$ cat src/icd_ram.sv
// generic simple dual-port ram with registered read
module icd_ram #(
    parameter int WIDTH = 48,
    parameter int DEPTH = 50
) (
    input  logic                     clk,
    input  logic                     wr_en,
    input  logic [$clog2(DEPTH)-1:0] wr_addr,
    input  logic [WIDTH-1:0]         wr_data,
    input  logic                     rd_en,
    input  logic [$clog2(DEPTH)-1:0] rd_addr,
    output logic [WIDTH-1:0]         rd_data
);

    logic [WIDTH-1:0] mem [DEPTH];
    logic [WIDTH-1:0] rd_data_reg;

    always_ff @(posedge clk)
    begin
        if (wr_en)
        begin
            mem[wr_addr] <= wr_data;
        end
        if (rd_en)
        begin
            rd_data_reg <= mem[rd_addr];
        end
    end

    assign rd_data = rd_data_reg;

endmodule

$ cat config.mk
export PLATFORM = sky130hd
export DESIGN_NAME = icd_ram
export DESIGN_NICKNAME = d
export VERILOG_FILES = /design/src/icd_ram.sv
export SDC_FILE = /design/constraint.sdc
export NUM_CORES = 2
export LEC_CHECK = 0
export BUFFER_PORTS_ARGS = -buffer_cell sky130_fd_sc_hd__buf_2
export CAP_MARGIN = 5
export CORE_UTILIZATION = 45
export DETAILED_ROUTE_END_ITERATION = 16
export HOLD_SLACK_MARGIN = 0.06
export SYNTH_ARGS = -nofsm -noshare
export SYNTH_HDL_FRONTEND = slang
export SYNTH_SLANG_ARGS = --single-unit
$ cat constraint.sdc
create_clock -name clk -period 6.21 [get_ports clk]
set_input_delay 1.863 -clock clk [delete_from_list [all_inputs] [get_ports clk]]
set_output_delay 1.863 -clock clk [all_outputs]
set_load 0.02 [all_outputs]
==> run metrics <==
cell row count=roughly 170; Tmin final=between 3 and 4 ns; CP Class=in -> reg; power per cell area=between 300 and 400 mW/mm²; PostCTS Resize Cnt=0; H-tree depth reported by CTS=4; Max stage delay on crit path=0.75 ns; R2R Setup Slk=roughly 4 ns; Die H=458 µm; Vias=46500; antenna-violating nets left=0; Via density=6.18; WL met2=124000 µm; CTS tree=yes; fin crit share=0.630; design area=0.106 mm²; worst IR drop on VDD=297 µV; Net Sw Power=7.22 mW; Detailed Place HPWL=between 100000 and 150000 µm; Critical Path Fanout Max=28; Clock transition at path regs=0.06 ns; Max-slew headroom=0.202; Hold Buf Count CTS=0; startpoint class of the critical path=primary input; dominant synthesized flop cell=edfxtp_1; max-cap violations=0; Post-synth EDFFs=2448; status=complete, no violations; Syn Nets=4400; Core ar.=0.207 mm²; clock tree buffer depth=3; Detailed Route WL=253000 µm; layout cells sized above 1=0.241; WP data required=between 6 and 7 ns; first-pass GRT wire length=about 360000 µm; Worst-Skew Late Latency=0.86 ns; Post-Synthesis Cells=4337; clock sink count=2448; combinational share of power=0.050; placed inst area=0.0985 mm²; vias in the first global route=46500; max frequency=256 MHz; P_int=approximately 26 mW; Worst setup EP type=register; sw frac=0.215; Num CTS Buffers=roughly 230; dpl ws=about 1.5 ns; Layout Skew=0.0232 ns; clock root buffer=clkbuf_16; Worst Path Arrival=4.61 ns; drt drc=0; yosys warns=0; worst setup margin=about 2.3 ns; Tightest Pin Transition=1.19 ns; sequential cell area fraction in the yosys report=0.786; Avg WL per Cell=33.7 µm; largest net degree at the start of global routing=between 90 and 100; Initial DRC Count=around 6000; standby leakage power=roughly 34 nW; unrepaired setup endpoints after global routing=no; path category of the worst min-delay check=reg -> reg; synthesis-stage register bit count=roughly 2400; Post-CTS Setup Inserts=0; Final Max Slew Viols=0; Fin. Hold Viols=0; worst r2r src=mem[33][27]$_DFFE_PP_; Final TNS setup=0 ns; sequence of cells on the critical path=buf_2 -> buf_4 -> nand2b_2 -> buf_4 -> o22ai_1 -> nor3_1 -> a31oi_1 -> a31oi_1; final net count=about 4700; CP max-delay cell=nand2b_2; async set-reset flop share out of synthesis=0; number of port buffers=110; IO Count=approximately 110; R2R depth=4; Die Wd=458 µm; CP endpoint=rd_data[34]$_DFFE_PP_; Critical Path Start=rd_addr[3]; routed length on met3=between 20000 and 25000 µm; Synth Cell Area=0.0936 mm²; M1 wire length=approximately 100000 µm; max reg flops=2400; utilization after layout=0.510; initial antenna violation count=26; area grow syn2layout=12.9%; Overall Global Routing Usage=0.242; worst reg2reg endpoint=rd_data[27]$_DFFE_PP_; total gr overflow=0; final setup violating endpoints=0; GP Congestion=0.769; drt first pass iters=5; initial core utilization=0.452; clock power share=0.401; die area=between 0.2 and 0.25 mm²; Fin Hold WS=0.742 ns; Unique masters post-synth=42; Reg power frac=0.549; synthesized area per cell=21.6 µm²; top sig layer=met5
[layout make-up]
cell class,count,area [µm²]
multi-input cells,1638,19000
flip-flops and latches,2448,73500
clock buffers,295,6080
diodes,8,20.0
well taps,2704,3380
inverters,3,12.5
repair buffers,285,2560
fillers,16300,101000
clock inverters,132,1020
[how the worst min path moves through the flow]
stage	startpoint	end	slack, ns	cells past startpoint
after floorplan	mem[48][22]$_DFFE_PP_	rd_data[22]$_DFFE_PP_	0.66	4
after global placement	mem[48][6]$_DFFE_PP_	rd_data[6]$_DFFE_PP_	0.71	4
after detailed placement	mem[49][6]$_DFFE_PP_	rd_data[6]$_DFFE_PP_	0.73	4
after CTS	mem[49][6]$_DFFE_PP_	rd_data[6]$_DFFE_PP_	0.75	4
after global routing	mem[48][37]$_DFFE_PP_	rd_data[37]$_DFFE_PP_	0.80	3
final	mem[49][6]$_DFFE_PP_	rd_data[6]$_DFFE_PP_	0.74	4
[cells in the mapped netlist, types with 2 or more instances]
| master | n | area (µm²) |
|---|---|---|
| o221ai_1 | 8 | 70.1 |
| edfxtp_1 | 2448 | 73500 |
| buf_8 | 10 | 150 |
| nand2_1 | 91 | 342 |
| a31oi_1 | 31 | 194 |
| or2_2 | 3 | 18.8 |
| buf_4 | 43 | 323 |
| o211ai_1 | 8 | 60.1 |
| o32a_1 | 24 | 240 |
| a22oi_1 | 35 | 263 |
| nor4_1 | 2 | 12.5 |
| a211oi_1 | 17 | 128 |
| buf_6 | 25 | 282 |
| nand2b_1 | 8 | 50.1 |
| mux2i_1 | 395 | 3950 |
| o22ai_1 | 156 | 976 |
| or3_1 | 7 | 43.8 |
| inv_1 | 2 | 7.51 |
| o21ai_0 | 33 | 165 |
| nand3_1 | 7 | 35.0 |
| clkbuf_1 | 104 | 390 |
| nor2_1 | 89 | 334 |
| clkbuf_4 | 2 | 15.0 |
| o21a_1 | 5 | 37.5 |
| a21oi_1 | 54 | 270 |
| a221oi_1 | 35 | 307 |
| o311ai_0 | 6 | 52.6 |
| mux2_2 | 98 | 1100 |
| nor3_1 | 54 | 270 |
| o31ai_1 | 17 | 128 |
| mux4_2 | 408 | 9190 |
| and2_1 | 3 | 18.8 |
| a222oi_1 | 8 | 80.1 |
| buf_2 | 51 | 255 |
| buf_1 | 13 | 48.8 |
| nor2b_1 | 27 | 169 |
| o21ai_1 | 2 | 10.0 |
| o2111ai_1 | 4 | 35.0 |
[cells in the final DEF (no fill, tap or decap), drive strengths merged, types with 3 or more instances in the layout]
| master | n |
|---|---|
| nand3 | 7 |
| nand2 | 91 |
| nor2b | 27 |
| o21a | 5 |
| o311ai | 6 |
| mux4 | 408 |
| edfxtp | 2448 |
| and2 | 3 |
| diode | 8 |
| nor2 | 89 |
| clkinv | 109 |
| o2111ai | 4 |
| a222oi | 8 |
| buf | 285 |
| a22oi | 35 |
| clkbuf | 295 |
| a221oi | 35 |
| a31oi | 31 |
| or2 | 3 |
| o211ai | 8 |
| o32a | 24 |
| o221ai | 8 |
| nor3 | 54 |
| o31ai | 17 |
| bufinv | 12 |
| inv | 12 |
| o22ai | 156 |
| a211oi | 17 |
| or3 | 7 |
| a21oi | 54 |
| mux2i | 395 |
| nand2b | 8 |
| mux2 | 98 |
| o21ai | 35 |
[critical path: cells and delay by family]
family | cells | cell delay (ns)
compound gates | 3 | 0.58
buf+inv | 3 | 1.04
simple gates | 2 | 1.10
[power groups by stage]
stage	clock network [mW]	logic, mW	registers (mW)
after floorplan	0	0.917	18.8
after global placement	0	1.66	18.8
after detailed placement	0	1.68	18.8
after CTS	13.7	1.69	18.4
after global routing	14.3	1.77	18.4
final	13.5	1.67	18.4
[stage by stage]
step	power, mW	cells
2_1_floorplan	19.7	4337
3_3_place_gp	20.4	7078
3_5_place_dp	20.4	7078
4_1_cts	33.8	7505
5_1_grt	34.5	7512
6_report	33.5	7513
[cell families (layout without fill, tap and decap cells)]
kind of cell,count (synthesis),after routing,synth area share
AND/OR/NAND/NOR,293,293,0.0140
other,0,8,0
buffers and inverters,251,715,0.0158
multiplexers,901,901,0.152
AO/OA/AOI/OAI,444,444,0.0323
flip-flops,2448,2448,0.786
[layer usage]
metal / up-vias / track usage
met3: 393 / 0.0375
met5: - / 0
li1: 18800 / -
met2: 2164 / 0.394
met1: 25100 / 0.339
met4: 4 / 0.0674
Note: power is estimated with default switching activity, not from simulation.
